File: config.mk
export PLATFORM = sky130hd
export DESIGN_NAME = midpoint_ellipse_rasterizer_flat
export DESIGN_NICKNAME = d
export VERILOG_FILES = /design/src/rtl/mer_pkg.sv /design/src/rtl/mer_if.sv /design/src/rtl/mer_sequencer.sv /design/src/rtl/mer_datapath.sv /design/src/rtl/midpoint_ellipse_rasterizer.sv /design/src/flat_wrapper.sv
export SDC_FILE = /design/constraint.sdc
export NUM_CORES = 2
export LEC_CHECK = 0
export BUFFER_PORTS_ARGS = -buffer_cell sky130_fd_sc_hd__buf_2
export CELL_PAD_IN_SITES_DETAIL_PLACEMENT = 0
export CELL_PAD_IN_SITES_GLOBAL_PLACEMENT = 2
export CORE_MARGIN = 2
export CORE_UTILIZATION = 38
export DETAILED_ROUTE_END_ITERATION = 8
export GPL_TIMING_DRIVEN = 0
export PLACE_DENSITY_LB_ADDON = 0.1
export SETUP_SLACK_MARGIN = 0.02
export SYNTH_ARGS = -nofsm -noshare
export SYNTH_HDL_FRONTEND = slang
export SYNTH_HIERARCHICAL = 1
export SYNTH_SLANG_ARGS = --single-unit
File: constraint.sdc
create_clock -name clk -period 9.82 [get_ports clk]
set_clock_uncertainty 0.1 [all_clocks]
set_input_delay 0.982 -clock clk [delete_from_list [all_inputs] [get_ports clk]]
set_output_delay 0.982 -clock clk [all_outputs]
set_load 0.01 [all_outputs]
File: src/rtl/mer_pkg.sv
package mer_pkg;

  localparam int CENTER_MAX = 1023;
  localparam int RADIUS_MAX = 511;

  localparam int CTR_W   = 10;
  localparam int RAD_W   = 9;
  localparam int SQ_W    = 18;
  localparam int XOFF_W  = 10;
  localparam int TERM_W  = 29;
  localparam int DEC_W   = 44;
  localparam int MUL_W   = 22;
  localparam int PROD_W  = 2 * MUL_W;
  localparam int COORD_W = 12;
  localparam int PC_W    = 5;

  localparam logic OPER_START = 1'b0;

  typedef enum logic [1:0] {
    PH_DONE = 2'd0,
    PH_R1   = 2'd1,
    PH_R2   = 2'd2
  } phase_t;

  typedef enum logic [2:0] {
    OP_ONE, OP_RX, OP_RY, OP_RX2, OP_RY2, OP_T, OP_AODD, OP_BTERM
  } opsel_t;

  typedef enum logic [1:0] {
    ACC_HOLD, ACC_LOAD, ACC_ADD
  } accop_t;

  typedef enum logic [2:0] {
    WALK_NONE, WALK_R1A, WALK_R1B, WALK_R2A, WALK_R2B
  } walk_t;

  typedef enum logic [2:0] {
    C_NEVER, C_ALWAYS, C_IN_START, C_NOT_R1, C_NOT_R2, C_XS_GE_YS, C_Y_ZERO
  } cond_t;

  typedef enum logic [1:0] {
    EMIT_NONE, EMIT_POINT, EMIT_DONE
  } emit_t;

  typedef struct packed {
    logic            wait_in;
    cond_t           cond;
    logic [PC_W-1:0] target;
    opsel_t          ma;
    opsel_t          mb;
    logic            wr_rx2;
    logic            wr_ry2;
    logic            wr_t;
    accop_t          acc_op;
    logic            acc_neg;
    logic            acc_shl2;
    logic            ys_load;
    logic            d_load;
    walk_t           walk;
    logic            set_phase;
    phase_t          phase_val;
    emit_t           emit;
  } uc_t;

  typedef struct packed {
    uc_t  word;
    logic en;
  } ctl_t;

  typedef struct packed {
    logic in_valid;
    logic in_start;
    logic out_busy;
    logic not_r1;
    logic not_r2;
    logic xs_ge_ys;
    logic y_zero;
  } stat_t;

  localparam logic [PC_W-1:0] A_WAIT  = PC_W'(0);
  localparam logic [PC_W-1:0] A_ADV   = PC_W'(1);
  localparam logic [PC_W-1:0] A_R1CHK = PC_W'(2);
  localparam logic [PC_W-1:0] A_R1A   = PC_W'(3);
  localparam logic [PC_W-1:0] A_R1B   = PC_W'(4);
  localparam logic [PC_W-1:0] A_SW0   = PC_W'(5);
  localparam logic [PC_W-1:0] A_SW1   = PC_W'(6);
  localparam logic [PC_W-1:0] A_SW2   = PC_W'(7);
  localparam logic [PC_W-1:0] A_SW3   = PC_W'(8);
  localparam logic [PC_W-1:0] A_SW4   = PC_W'(9);
  localparam logic [PC_W-1:0] A_SW5   = PC_W'(10);
  localparam logic [PC_W-1:0] A_SW6   = PC_W'(11);
  localparam logic [PC_W-1:0] A_R2    = PC_W'(12);
  localparam logic [PC_W-1:0] A_R2CHK = PC_W'(13);
  localparam logic [PC_W-1:0] A_R2A   = PC_W'(14);
  localparam logic [PC_W-1:0] A_R2B   = PC_W'(15);
  localparam logic [PC_W-1:0] A_DONE  = PC_W'(16);
  localparam logic [PC_W-1:0] A_ST0   = PC_W'(17);
  localparam logic [PC_W-1:0] A_ST1   = PC_W'(18);
  localparam logic [PC_W-1:0] A_ST2   = PC_W'(19);
  localparam logic [PC_W-1:0] A_ST3   = PC_W'(20);
  localparam logic [PC_W-1:0] A_ST4   = PC_W'(21);
  localparam logic [PC_W-1:0] A_ST5   = PC_W'(22);
  localparam logic [PC_W-1:0] A_ST6   = PC_W'(23);

  function automatic logic [CTR_W-1:0] sat_center(input logic [CTR_W-1:0] v);
    return (v > CTR_W'(CENTER_MAX)) ? CTR_W'(CENTER_MAX) : v;
  endfunction

  function automatic logic [RAD_W-1:0] sat_radius(input logic [RAD_W-1:0] v);
    return (v > RAD_W'(RADIUS_MAX)) ? RAD_W'(RADIUS_MAX) : v;
  endfunction

  // control store
  function automatic uc_t uc_rom(input logic [PC_W-1:0] a);
    uc_t w;
    w = '0;
    case (a)
      A_WAIT: begin
        w.wait_in = 1'b1;
        w.cond    = C_IN_START;
        w.target  = A_ST0;
      end
      A_ADV: begin
        w.cond   = C_NOT_R1;
        w.target = A_R2;
      end
      A_R1CHK: begin
        w.cond   = C_XS_GE_YS;
        w.target = A_SW0;
      end
      A_R1A: w.walk = WALK_R1A;
      A_R1B: begin
        w.walk   = WALK_R1B;
        w.emit   = EMIT_POINT;
        w.cond   = C_ALWAYS;
        w.target = A_WAIT;
      end
      A_SW0: begin
        w.ma = OP_AODD;
        w.mb = OP_AODD;
      end
      A_SW1: begin
        w.wr_t = 1'b1;
        w.ma   = OP_BTERM;
        w.mb   = OP_BTERM;
      end
      A_SW2: begin
        w.wr_t = 1'b1;
        w.ma   = OP_RY2;
        w.mb   = OP_T;
      end
      A_SW3: begin
        w.acc_op = ACC_LOAD;
        w.ma     = OP_RX2;
        w.mb     = OP_T;
      end
      A_SW4: begin
        w.acc_op   = ACC_ADD;
        w.acc_shl2 = 1'b1;
        w.ma       = OP_RX2;
        w.mb       = OP_RY2;
      end
      A_SW5: begin
        w.acc_op   = ACC_ADD;
        w.acc_shl2 = 1'b1;
        w.acc_neg  = 1'b1;
      end
      A_SW6: begin
        w.d_load    = 1'b1;
        w.set_phase = 1'b1;
        w.phase_val = PH_R2;
      end
      A_R2: begin
        w.cond   = C_NOT_R2;
        w.target = A_DONE;
      end
      A_R2CHK: begin
        w.cond   = C_Y_ZERO;
        w.target = A_DONE;
      end
      A_R2A: w.walk = WALK_R2A;
      A_R2B: begin
        w.walk   = WALK_R2B;
        w.emit   = EMIT_POINT;
        w.cond   = C_ALWAYS;
        w.target = A_WAIT;
      end
      A_DONE: begin
        w.set_phase = 1'b1;
        w.phase_val = PH_DONE;
        w.emit      = EMIT_DONE;
        w.cond      = C_ALWAYS;
        w.target    = A_WAIT;
      end
      A_ST0: begin
        w.ma = OP_RX;
        w.mb = OP_RX;
      end
      A_ST1: begin
        w.wr_rx2 = 1'b1;
        w.ma     = OP_RY;
        w.mb     = OP_RY;
      end
      A_ST2: begin
        w.wr_ry2 = 1'b1;
        w.ma     = OP_RX2;
        w.mb     = OP_RY;
      end
      A_ST3: begin
        w.ys_load  = 1'b1;
        w.acc_op   = ACC_LOAD;
        w.acc_neg  = 1'b1;
        w.acc_shl2 = 1'b1;
        w.ma       = OP_RY2;
        w.mb       = OP_ONE;
      end
      A_ST4: begin
        w.acc_op   = ACC_ADD;
        w.acc_shl2 = 1'b1;
        w.ma       = OP_RX2;
        w.mb       = OP_ONE;
      end
      A_ST5: w.acc_op = ACC_ADD;
      A_ST6: begin
        w.d_load    = 1'b1;
        w.set_phase = 1'b1;
        w.phase_val = PH_R1;
        w.emit      = EMIT_POINT;
        w.cond      = C_ALWAYS;
        w.target    = A_WAIT;
      end
      default: begin
        w.cond   = C_ALWAYS;
        w.target = A_WAIT;
      end
    endcase
    return w;
  endfunction

endpackage

File: src/rtl/mer_if.sv
interface mer_in_if;
  logic                        valid;
  logic                        ready;
  logic                        operation;
  logic [mer_pkg::CTR_W-1:0]   center_x;
  logic [mer_pkg::CTR_W-1:0]   center_y;
  logic [mer_pkg::RAD_W-1:0]   radius_x;
  logic [mer_pkg::RAD_W-1:0]   radius_y;

  modport source(output valid, operation, center_x, center_y, radius_x, radius_y,
                 input ready);
  modport sink(input valid, operation, center_x, center_y, radius_x, radius_y,
               output ready);
endinterface

interface mer_out_if;
  logic                               valid;
  logic                               ready;
  logic signed [mer_pkg::COORD_W-1:0] right_x;
  logic signed [mer_pkg::COORD_W-1:0] left_x;
  logic signed [mer_pkg::COORD_W-1:0] lower_y;
  logic signed [mer_pkg::COORD_W-1:0] upper_y;
  logic                               point_valid;
  logic                               finished;

  modport source(output valid, right_x, left_x, lower_y, upper_y, point_valid, finished,
                 input ready);
  modport sink(input valid, right_x, left_x, lower_y, upper_y, point_valid, finished,
               output ready);
endinterface

File: src/rtl/mer_sequencer.sv
module mer_sequencer (
  input  logic           clk,
  input  logic           rst,
  input  mer_pkg::stat_t stat,
  output mer_pkg::ctl_t  ctl
);

  logic [mer_pkg::PC_W-1:0] pc;
  mer_pkg::uc_t             word;
  logic                     en;
  logic                     take;

  assign word = mer_pkg::uc_rom(pc);

  // hold the step while waiting for an input beat or for the result slot
  assign en = !(word.wait_in && !stat.in_valid) &&
              !((word.emit != mer_pkg::EMIT_NONE) && stat.out_busy);

  always_comb begin
    case (word.cond)
      mer_pkg::C_NEVER:    take = 1'b0;
      mer_pkg::C_ALWAYS:   take = 1'b1;
      mer_pkg::C_IN_START: take = stat.in_start;
      mer_pkg::C_NOT_R1:   take = stat.not_r1;
      mer_pkg::C_NOT_R2:   take = stat.not_r2;
      mer_pkg::C_XS_GE_YS: take = stat.xs_ge_ys;
      mer_pkg::C_Y_ZERO:   take = stat.y_zero;
      default:             take = 1'b0;
    endcase
  end

  always_ff @(posedge clk) begin
    if (rst) begin
      pc <= mer_pkg::A_WAIT;
    end else if (en) begin
      pc <= take ? word.target : pc + mer_pkg::PC_W'(1);
    end
  end

  assign ctl.word = word;
  assign ctl.en   = en;

  a_stall_holds_pc: assert property (@(posedge clk) disable iff (rst)
    !en |=> pc == $past(pc))
    else $error("sequencer moved while stalled");

  a_wait_only_at_dispatch: assert property (@(posedge clk) disable iff (rst)
    word.wait_in |-> pc == mer_pkg::A_WAIT)
    else $error("input wait outside dispatch step");

  a_emit_returns: assert property (@(posedge clk) disable iff (rst)
    (en && word.emit != mer_pkg::EMIT_NONE) |=> pc == mer_pkg::A_WAIT)
    else $error("sequencer did not return to dispatch after a result");

endmodule

File: src/rtl/mer_datapath.sv
module mer_datapath (
  input  logic          clk,
  input  logic          rst,
  input  mer_pkg::ctl_t ctl,
  output mer_pkg::stat_t stat,
  mer_in_if.sink        request,
  mer_out_if.source     result
);

  logic [mer_pkg::CTR_W-1:0]   cx;
  logic [mer_pkg::CTR_W-1:0]   cy;
  logic [mer_pkg::RAD_W-1:0]   rx;
  logic [mer_pkg::RAD_W-1:0]   ry;
  logic [mer_pkg::SQ_W-1:0]    rx2;
  logic [mer_pkg::SQ_W-1:0]    ry2;
  logic [mer_pkg::XOFF_W-1:0]  x;
  logic [mer_pkg::RAD_W-1:0]   y;
  logic [mer_pkg::TERM_W-1:0]  xs;
  logic [mer_pkg::TERM_W-1:0]  ys;
  logic signed [mer_pkg::DEC_W-1:0] d;
  logic signed [mer_pkg::DEC_W-1:0] acc;
  logic [mer_pkg::PROD_W-1:0]  p;
  logic [mer_pkg::MUL_W-1:0]   t;
  logic                        flag;
  mer_pkg::phase_t             phase;

  logic                               out_valid;
  logic signed [mer_pkg::COORD_W-1:0] out_rx;
  logic signed [mer_pkg::COORD_W-1:0] out_lx;
  logic signed [mer_pkg::COORD_W-1:0] out_ly;
  logic signed [mer_pkg::COORD_W-1:0] out_uy;
  logic                               out_pt;
  logic                               out_fin;

  logic [mer_pkg::MUL_W-1:0]   opv [8];
  logic [mer_pkg::MUL_W-1:0]   ma_v;
  logic [mer_pkg::MUL_W-1:0]   mb_v;
  logic [mer_pkg::PROD_W-1:0]  prod;
  logic [mer_pkg::DEC_W-1:0]   term;
  logic [mer_pkg::DEC_W-1:0]   acc_base;
  logic signed [mer_pkg::DEC_W-1:0] quarter;
  logic [mer_pkg::RAD_W-1:0]   bterm;
  logic [mer_pkg::TERM_W-1:0]  rx2_dbl;
  logic [mer_pkg::TERM_W-1:0]  ry2_dbl;
  logic                        d_neg;
  logic                        d_pos;
  logic                        accept;
  logic                        en;
  mer_pkg::uc_t                w;

  assign w  = ctl.word;
  assign en = ctl.en;

  // multiplier operand sources
  assign opv[mer_pkg::OP_ONE]   = mer_pkg::MUL_W'(1);
  assign opv[mer_pkg::OP_RX]    = mer_pkg::MUL_W'(rx);
  assign opv[mer_pkg::OP_RY]    = mer_pkg::MUL_W'(ry);
  assign opv[mer_pkg::OP_RX2]   = mer_pkg::MUL_W'(rx2);
  assign opv[mer_pkg::OP_RY2]   = mer_pkg::MUL_W'(ry2);
  assign opv[mer_pkg::OP_T]     = t;
  assign opv[mer_pkg::OP_AODD]  = mer_pkg::MUL_W'({x, 1'b1});
  assign opv[mer_pkg::OP_BTERM] = mer_pkg::MUL_W'(bterm);

  assign bterm   = (y != '0) ? y - mer_pkg::RAD_W'(1) : mer_pkg::RAD_W'(1);
  assign ma_v    = opv[w.ma];
  assign mb_v    = opv[w.mb];
  assign prod    = mer_pkg::PROD_W'(ma_v) * mer_pkg::PROD_W'(mb_v);
  assign rx2_dbl = mer_pkg::TERM_W'({rx2, 1'b0});
  assign ry2_dbl = mer_pkg::TERM_W'({ry2, 1'b0});
  assign d_neg   = d[mer_pkg::DEC_W-1];
  assign d_pos   = !d_neg && (d != '0);

  assign term     = w.acc_shl2 ? mer_pkg::DEC_W'({p, 2'b00}) : mer_pkg::DEC_W'(p);
  assign acc_base = (w.acc_op == mer_pkg::ACC_LOAD) ? '0 : acc;

  // quarter units back to integer, truncating toward zero
  assign quarter = acc[mer_pkg::DEC_W-1] ?
                   ($signed(acc + mer_pkg::DEC_W'(3)) >>> 2) : (acc >>> 2);

  assign accept = en && w.wait_in && request.valid;

  always_ff @(posedge clk) begin
    if (rst) begin
      phase <= mer_pkg::PH_DONE;
      x     <= '0;
      y     <= '0;
      xs    <= '0;
      ys    <= '0;
    end else if (en) begin
      if (accept && request.operation == mer_pkg::OPER_START) begin
        cx <= mer_pkg::sat_center(request.center_x);
        cy <= mer_pkg::sat_center(request.center_y);
        rx <= mer_pkg::sat_radius(request.radius_x);
        ry <= mer_pkg::sat_radius(request.radius_y);
        x  <= '0;
        y  <= mer_pkg::sat_radius(request.radius_y);
        xs <= '0;
      end

      p <= prod;
      if (w.wr_rx2) rx2 <= mer_pkg::SQ_W'(p);
      if (w.wr_ry2) ry2 <= mer_pkg::SQ_W'(p);
      if (w.wr_t)   t   <= mer_pkg::MUL_W'(p);
      if (w.ys_load) ys <= mer_pkg::TERM_W'({p, 1'b0});

      if (w.acc_op != mer_pkg::ACC_HOLD) begin
        acc <= w.acc_neg ? acc_base - term : acc_base + term;
      end
      if (w.d_load) d <= quarter;
      if (w.set_phase) phase <= w.phase_val;

      case (w.walk)
        mer_pkg::WALK_R1A: begin
          flag <= d_neg;
          x    <= x + mer_pkg::XOFF_W'(1);
          xs   <= xs + ry2_dbl;
          if (!d_neg) begin
            y  <= y - mer_pkg::RAD_W'(1);
            ys <= ys - rx2_dbl;
          end
        end
        mer_pkg::WALK_R1B: begin
          d <= d + mer_pkg::DEC_W'(ry2) + mer_pkg::DEC_W'(xs)
                 - (flag ? '0 : mer_pkg::DEC_W'(ys));
        end
        mer_pkg::WALK_R2A: begin
          flag <= d_pos;
          y    <= y - mer_pkg::RAD_W'(1);
          ys   <= ys - rx2_dbl;
          if (!d_pos) begin
            x  <= x + mer_pkg::XOFF_W'(1);
            xs <= xs + ry2_dbl;
          end
        end
        mer_pkg::WALK_R2B: begin
          d <= d + mer_pkg::DEC_W'(rx2) - mer_pkg::DEC_W'(ys)
                 + (flag ? '0 : mer_pkg::DEC_W'(xs));
        end
        default: ;
      endcase
    end
  end

  // result slot
  always_ff @(posedge clk) begin
    if (rst) begin
      out_valid <= 1'b0;
    end else if (en && w.emit != mer_pkg::EMIT_NONE) begin
      out_valid <= 1'b1;
      if (w.emit == mer_pkg::EMIT_POINT) begin
        out_rx  <= $signed(mer_pkg::COORD_W'(cx) + mer_pkg::COORD_W'(x));
        out_lx  <= $signed(mer_pkg::COORD_W'(cx) - mer_pkg::COORD_W'(x));
        out_ly  <= $signed(mer_pkg::COORD_W'(cy) + mer_pkg::COORD_W'(y));
        out_uy  <= $signed(mer_pkg::COORD_W'(cy) - mer_pkg::COORD_W'(y));
        out_pt  <= 1'b1;
        out_fin <= 1'b0;
      end else begin
        out_rx  <= '0;
        out_lx  <= '0;
        out_ly  <= '0;
        out_uy  <= '0;
        out_pt  <= 1'b0;
        out_fin <= 1'b1;
      end
    end else if (result.ready) begin
      out_valid <= 1'b0;
    end
  end

  assign request.ready      = w.wait_in;
  assign result.valid       = out_valid;
  assign result.right_x     = out_rx;
  assign result.left_x      = out_lx;
  assign result.lower_y     = out_ly;
  assign result.upper_y     = out_uy;
  assign result.point_valid = out_pt;
  assign result.finished    = out_fin;

  assign stat.in_valid = request.valid;
  assign stat.in_start = (request.operation == mer_pkg::OPER_START);
  assign stat.out_busy = out_valid && !result.ready;
  assign stat.not_r1   = (phase != mer_pkg::PH_R1);
  assign stat.not_r2   = (phase != mer_pkg::PH_R2);
  assign stat.xs_ge_ys = (xs >= ys);
  assign stat.y_zero   = (y == '0);

  // a start reloads the walk before the phase changes, so check only at dispatch
  a_r2_terms: assert property (@(posedge clk) disable iff (rst)
    (phase == mer_pkg::PH_R2 && w.wait_in) |-> xs >= ys)
    else $error("region 2 entered with x step term below y step term");

  a_done_at_axis: assert property (@(posedge clk) disable iff (rst)
    (phase == mer_pkg::PH_DONE && w.wait_in) |-> y == '0)
    else $error("walk finished off the x axis");

  a_emit_fills_slot: assert property (@(posedge clk) disable iff (rst)
    (en && w.emit != mer_pkg::EMIT_NONE) |=> result.valid)
    else $error("result step did not fill the output slot");

endmodule

File: src/rtl/midpoint_ellipse_rasterizer.sv
// Start: a beat runs dispatch + 7 microcode steps; the last step emits the result.
// Advance in region 1: dispatch, phase check, switch check and two walk steps; region 2:
// dispatch, two phase checks, axis check and two walk steps. The region switch adds the check
// and 7 multiply-accumulate steps on the one shared multiplier. A new beat is taken only at the
// dispatch step; a result step stalls while the output register still holds an unaccepted beat.
// Reset (synchronous): step counter to dispatch, walk finished, offsets zero.
module midpoint_ellipse_rasterizer (
  input logic       clk,
  input logic       rst,
  mer_in_if.sink    request,
  mer_out_if.source result
);

  mer_pkg::ctl_t  ctl;
  mer_pkg::stat_t stat;

  mer_sequencer u_seq (
    .clk  (clk),
    .rst  (rst),
    .stat (stat),
    .ctl  (ctl)
  );

  mer_datapath u_dp (
    .clk     (clk),
    .rst     (rst),
    .ctl     (ctl),
    .stat    (stat),
    .request (request),
    .result  (result)
  );

endmodule

File: src/flat_wrapper.sv
// flat-port wrapper written by rule: the top's interface ports become plain ports
module midpoint_ellipse_rasterizer_flat 
  (clk, rst, request_valid, request_operation, request_center_x, request_center_y, request_radius_x, request_radius_y, request_ready, result_valid, result_right_x, result_left_x, result_lower_y, result_upper_y, result_point_valid, result_finished, result_ready);
  mer_in_if request_i ();
  mer_out_if result_i ();
  input logic clk;
  input logic rst;
  input wire logic [$bits(request_i.valid)-1:0] request_valid;
  input wire logic [$bits(request_i.operation)-1:0] request_operation;
  input wire logic [$bits(request_i.center_x)-1:0] request_center_x;
  input wire logic [$bits(request_i.center_y)-1:0] request_center_y;
  input wire logic [$bits(request_i.radius_x)-1:0] request_radius_x;
  input wire logic [$bits(request_i.radius_y)-1:0] request_radius_y;
  output wire logic [$bits(request_i.ready)-1:0] request_ready;
  output wire logic [$bits(result_i.valid)-1:0] result_valid;
  output wire logic [$bits(result_i.right_x)-1:0] result_right_x;
  output wire logic [$bits(result_i.left_x)-1:0] result_left_x;
  output wire logic [$bits(result_i.lower_y)-1:0] result_lower_y;
  output wire logic [$bits(result_i.upper_y)-1:0] result_upper_y;
  output wire logic [$bits(result_i.point_valid)-1:0] result_point_valid;
  output wire logic [$bits(result_i.finished)-1:0] result_finished;
  input wire logic [$bits(result_i.ready)-1:0] result_ready;
  assign request_i.valid = request_valid;
  assign request_i.operation = request_operation;
  assign request_i.center_x = request_center_x;
  assign request_i.center_y = request_center_y;
  assign request_i.radius_x = request_radius_x;
  assign request_i.radius_y = request_radius_y;
  assign request_ready = request_i.ready;
  assign result_valid = result_i.valid;
  assign result_right_x = result_i.right_x;
  assign result_left_x = result_i.left_x;
  assign result_lower_y = result_i.lower_y;
  assign result_upper_y = result_i.upper_y;
  assign result_point_valid = result_i.point_valid;
  assign result_finished = result_i.finished;
  assign result_i.ready = result_ready;
  midpoint_ellipse_rasterizer u_core (.clk(clk), .rst(rst), .request(request_i), .result(result_i));
endmodule
==> After elaboration in Yosys (flattened, before gate mapping) <==
Index checks and enable logic that the tools add are counted.
{ "word_totals": {"word_cells": 181, "reg_bits": 364, "input_bits": 43} }
{ "classes": {"n_bitwise": 4, "order_cmp": 7, "multipliers": 1, "n_reduce_logical": 41, "add_sub_neg": 18, "n_eq_ne": 37, "muxes": 49} }
{ "ops": {"columns": ["operator", "count"], "rows": [
  ["44-bit two-way mux", 5],
  ["29-bit two-way mux", 6],
  ["22-bit binary-select mux with 3-bit select", 2],
  ["29-bit case mux with 2 select lines", 2],
  ["44-bit by 18-bit adder with 44-bit output", 2],
  ["44-bit by 29-bit adder with 44-bit output", 2],
  ["22-bit two-way mux", 4],
  ["44-bit case mux with 2 select lines", 1],
  ["44-bit by 29-bit subtractor with 44-bit output", 2],
  ["6-bit case mux with 10 select lines", 1],
  ["8-bit case mux with 6 select lines", 1],
  ["44-bit by 3-bit adder with 44-bit output (second input constant)", 1],
  ["44-bit adder", 1],
  ["22-bit by 22-bit multiplier with 44-bit output", 1],
  ["44-bit nonzero test", 1],
  ["44-bit subtractor", 1],
  ["5-bit by 4-bit equality test with 1-bit output (second input constant)", 8],
  ["5-bit equality test (second input constant)", 8],
  ["9-bit two-way mux", 4],
  ["29-bit by 19-bit adder with 29-bit output", 1],
  ["29-bit >= comparator", 1],
  ["29-bit by 19-bit subtractor with 29-bit output", 1],
  ["3-bit AND reduction", 7],
  ["5-bit by 3-bit equality test with 1-bit output (second input constant)", 4],
  ["42 further kinds", 90]
]} }

==> Logic depth before layout (Yosys ltp) <==
{ "depth": {"word_depth": 13, "mapped_depth": 41} }

==> Hierarchy <==
The synthesis kept the hierarchy.
{ "modules_own_cells": {"columns": ["module", "area_each_um2", "instances", "cells_per_inst", "seq_area_each_um2"], "rows": [
  ["mer_datapath", 46218.1, 1, 5151, 9799.4],
  ["mer_sequencer", 1204.9, 1, 164, 100.1]
]} }

==> Worst setup path after synthesis <==
OpenSTA, ideal clock, no wires.
{ "synth_timing": {"path_type": "register to register", "startpoint": "register u_core/u_seq/pc[4] (netlist bit)", "endpoint": "register u_core/u_dp/p[40] (netlist bit) (data pin)", "t_arrival_ps": 8776, "setup_time_ps": 263, "required_ps": 9457, "path_stages_with_launch": 39, "synth_period_minus_slack_ps": 9139, "slack_ps": 681, "n_path_buf": 8, "cell_sequence": "dfxtp_1 -> buf_4 -> buf_6 -> clkbuf_1 -> nand2_1 -> nor2_1 -> a31oi_1 -> nor2_1 -> a21oi_1 -> o221ai_1 -> clkbuf_1 -> buf_1 -> clkbuf_1 -> clkbuf_1 -> a22o_1 -> clkbuf_1 -> nand2_1 -> fa_1 -> [3 not listed] -> fa_1 -> inv_1 -> fa_1 -> fa_1 -> fa_1 -> inv_1 -> fa_1 -> inv_1 -> ha_1 -> a21o_1 -> a21o_1 -> a21o_1 -> a31o_1 -> a221o_1 -> a21oi_1 -> nor2_1 -> a311oi_1 -> xnor2_1"} }
{ "synth_rtl": {"columns": ["item", "line_no", "text"], "rows": [
  ["start, declared", "mer_sequencer.sv:8", "logic [mer_pkg::PC_W-1:0] pc;"],
  ["start signal, assigned", "mer_sequencer.sv:34", "pc <= mer_pkg::A_WAIT;"],
  ["start signal, assigned", "mer_sequencer.sv:36", "pc <= take ? word.target : pc + mer_pkg::PC_W'(1);"],
  ["end signal, assigned", "mer_datapath.sv:100", "p <= prod;"],
  ["end, declared", "mer_datapath.sv:22", "logic [mer_pkg::PROD_W-1:0] p;"]
]} }

==> impl_metrics.env <==
export IMPL_drt_wirelength_per_cell_um=26.8
export IMPL_routed_wl_um=191000
export IMPL_period_needed_ns=9.58
export IMPL_min_path_cells=2
export IMPL_nFillCells=12500
export IMPL_worst_hold_slack_ns=0.379
export IMPL_core_area_mm2=0.124
export IMPL_fin_crit_sh_pct=97.6
export IMPL_antenna_found_initial=13
export IMPL_cts_tree="done"
export IMPL_initial_utilization_pct=38.3
export IMPL_crit_type="reg2reg"
export IMPL_end_kind="flop"
export IMPL_tightest_slew_ns=1.33
export IMPL_p_sw_share_pct=50.2
export IMPL_max_freq_mhz=104
export IMPL_area_growth_syn_to_layout_pct=11.4
export IMPL_setup_slack_ns=0.240
export IMPL_fp_dieH_um=357
export IMPL_critPathArrivalTime_ns=9.86
export IMPL_fin_util_pct=42.7
export IMPL_drive_gt1_share_pct=8.96
export IMPL_vias=39900
export IMPL_std_cell_rows=129
export IMPL_r2r_slack_ns=0.24
export IMPL_syn_inst=5309
export IMPL_rsz0062_at_grt="true"
export IMPL_gr_total_overflow=0
export IMPL_cp_start_kind="flop"
export IMPL_dp_hpwl_um=159000
export IMPL_holdCritPathClass="reg2reg"
export IMPL_r2r_end="u_core/u_dp/p[43]"
export IMPL_cellPowerDensity_mw_per_mm2=229
export IMPL_syn_area_mm2=0.0474
export IMPL_dieArea_mm2=0.128
export IMPL_dp_cells=7022
export IMPL_crit_fanout=10
export IMPL_setup_viol_count_final=0
export IMPL_track_usage_pct=29.9
export IMPL_startpoint="u_core/u_seq/pc[0]"
export IMPL_syn_avg_cell_area_um2=8.93
export IMPL_cts_max_level=2
export IMPL_worstSkewPairLatency_ns=0.65
export IMPL_hold_violations=0
export IMPL_grt_max_degree=33
export IMPL_io_pins=95
export IMPL_crit_path_top_delay_cell="fa_1"
export IMPL_power_switching_w=0.00606
export IMPL_clkSlewWorstSetupHoldPaths_ns=0.07
export IMPL_slew_headroom_pct=11.0
export IMPL_die_x_um=357
export IMPL_drtIter0Drc=3604
export IMPL_crit_end="u_core/u_dp/p[43]"
export IMPL_drc=0
export IMPL_worstReg2RegStart="u_core/u_seq/pc[0]"
export IMPL_grt_pass1_wl_um=279000
export IMPL_dp_worst_setup_slack_ns=-2.16
export IMPL_r2r_cells=34
export IMPL_p_int_w=0.00601
export IMPL_maxSlewViolCount=0
export IMPL_yosys_warnings=6
export IMPL_cts_root_buffer="clkbuf_16"
export IMPL_cp_common_cell="fa_1"
export IMPL_p_comb_share_pct=62.1
export IMPL_fin_cells=7140
export IMPL_io_buffers=63
export IMPL_numCtsBuffers=50
export IMPL_crit_required_ns=10.10
export IMPL_seqPwrFrac_pct=21.8
export IMPL_clock_sinks=358
export IMPL_maxCapViolations=0
export IMPL_grt_pass1_vias=40100
export IMPL_drtAntennaViolNets=0
export IMPL_clkPwrFrac_pct=16.2
export IMPL_peakVddDrop_mv=0.127
export IMPL_cp_slowest_stage_delay_ns=0.55
export IMPL_setup_tns_final_ns=0
export IMPL_power_leakage_nw=23.2
export IMPL_drt_first_pass_iters=6
export IMPL_cts_path_max_buffers=3
export IMPL_status="finished clean"
export IMPL_gp_congestion=0.936
export IMPL_fin_nets=6433
export IMPL_via_per_inst=5.59
-- cell usage in the layout, fill, tap and decap left out, types with 42 or more instances in the layout --
master,n
nand2_1,431
and2_1,74
nand2b_1,70
clkbuf_16,51
nor2b_1,50
buf_2,82
ha_1,426
fa_1,498
clkbuf_1,135
buf_4,48
nand3_1,85
a22o_1,42
a21o_1,116
a31oi_1,44
nor3_1,60
nand4_1,46
xnor2_1,163
nor2_1,502
mux2i_1,54
xor2_1,117
and3_1,48
a21oi_1,275
dfxtp_1,81
edfxtp_1,273
inv_1,781
o21ai_0,153
-- how the worst min path moves through the flow --
stage | endpoint | from | slack, ns
6_report | u_core/u_dp/phase[0] | u_core/u_dp/phase[0] | 0.38
5_1_grt | u_core/u_dp/cx[1] | request_center_x[1] | 0.39
4_1_cts | u_core/u_dp/cx[1] | request_center_x[1] | 0.36
3_5_place_dp | u_core/u_dp/phase[0] | u_core/u_dp/phase[0] | 0.37
3_3_place_gp | u_core/u_dp/phase[1] | u_core/u_dp/phase[1] | 0.36
2_1_floorplan | u_core/u_dp/phase[0] | u_core/u_dp/phase[0] | 0.34
-- sequential cells by signal (all words and copies together) (netlist names), 11 cells and up --
register,count
u_core/u_dp/acc,44
u_core/u_dp/d,44
u_core/u_dp/p,44
u_core/u_dp/xs,29
u_core/u_dp/ys,29
u_core/u_dp/t,22
u_core/u_dp/rx2,18
u_core/u_dp/ry2,18
u_core/u_dp/result.lower_y,11
u_core/u_dp/result.right_x,11
-- critical path, delay by kind of cell (launching register included) --
kind                     cells  cell delay, ns
buffers and inverters        8            1.53
XOR/XNOR                     1            0.08
AND/OR/NAND/NOR              4            0.53
AO/OA/AOI/OAI               12            2.39
adder cells (fa/ha/maj)      9            4.30
flip-flops                   1            0.35
-- layout make-up --
| class | instances | area, µm² | share of cell area, % |
|---|---|---|---|
| well taps | 1637 | 2050 | 3.88 |
| clock inverters | 32 | 372 | 0.704 |
| clock buffers | 61 | 1350 | 2.56 |
| inverters | 784 | 2950 | 5.58 |
| repair buffers | 106 | 781 | 1.48 |
| diodes | 2 | 5.00 | 0.00948 |
| multi-input cells | 3903 | 34000 | 64.4 |
| plain buffers | 257 | 1400 | 2.64 |
| flip-flops and latches | 358 | 9900 | 18.8 |
-- routing by layer --
layer  routed length, µm  GRT usage, %
met5                  13             0
met4                8680          11.3
met3               10200          2.93
met2               88700          49.1
met1               83600          40.8
-- power by group through the flow --
| stage | clock, W | sequential (W) | combinational (W) |
|---|---|---|---|
| after floorplan | 0 | 0.00233 | 0.00486 |
| after global placement | 0 | 0.00265 | 0.00707 |
| after detailed placement | 0 | 0.00264 | 0.00708 |
| after CTS | 0.00200 | 0.00261 | 0.00733 |
| after global routing | 0.00205 | 0.00263 | 0.00813 |
| final | 0.00195 | 0.00263 | 0.00749 |
-- through the flow --
stage / power, W / cell area, µm²
2_1_floorplan: 0.00719 / 47400
3_3_place_gp: 0.00973 / 49800
3_5_place_dp: 0.00971 / 50000
4_1_cts: 0.0119 / 52500
5_1_grt: 0.0128 / 52800
6_report: 0.0121 / 52800
-- what timing repair did --
action | in CTS | in global routing
setup endpoints to repair | 32 | 15
hold buffers | 0 | 0
setup buffers | 23 | 8
pin swaps | 11 | 7
gates resized for setup | 210 | 99
endpoints found under the hold margin | 0 | 0
Note: power is estimated with default switching activity, not from simulation.
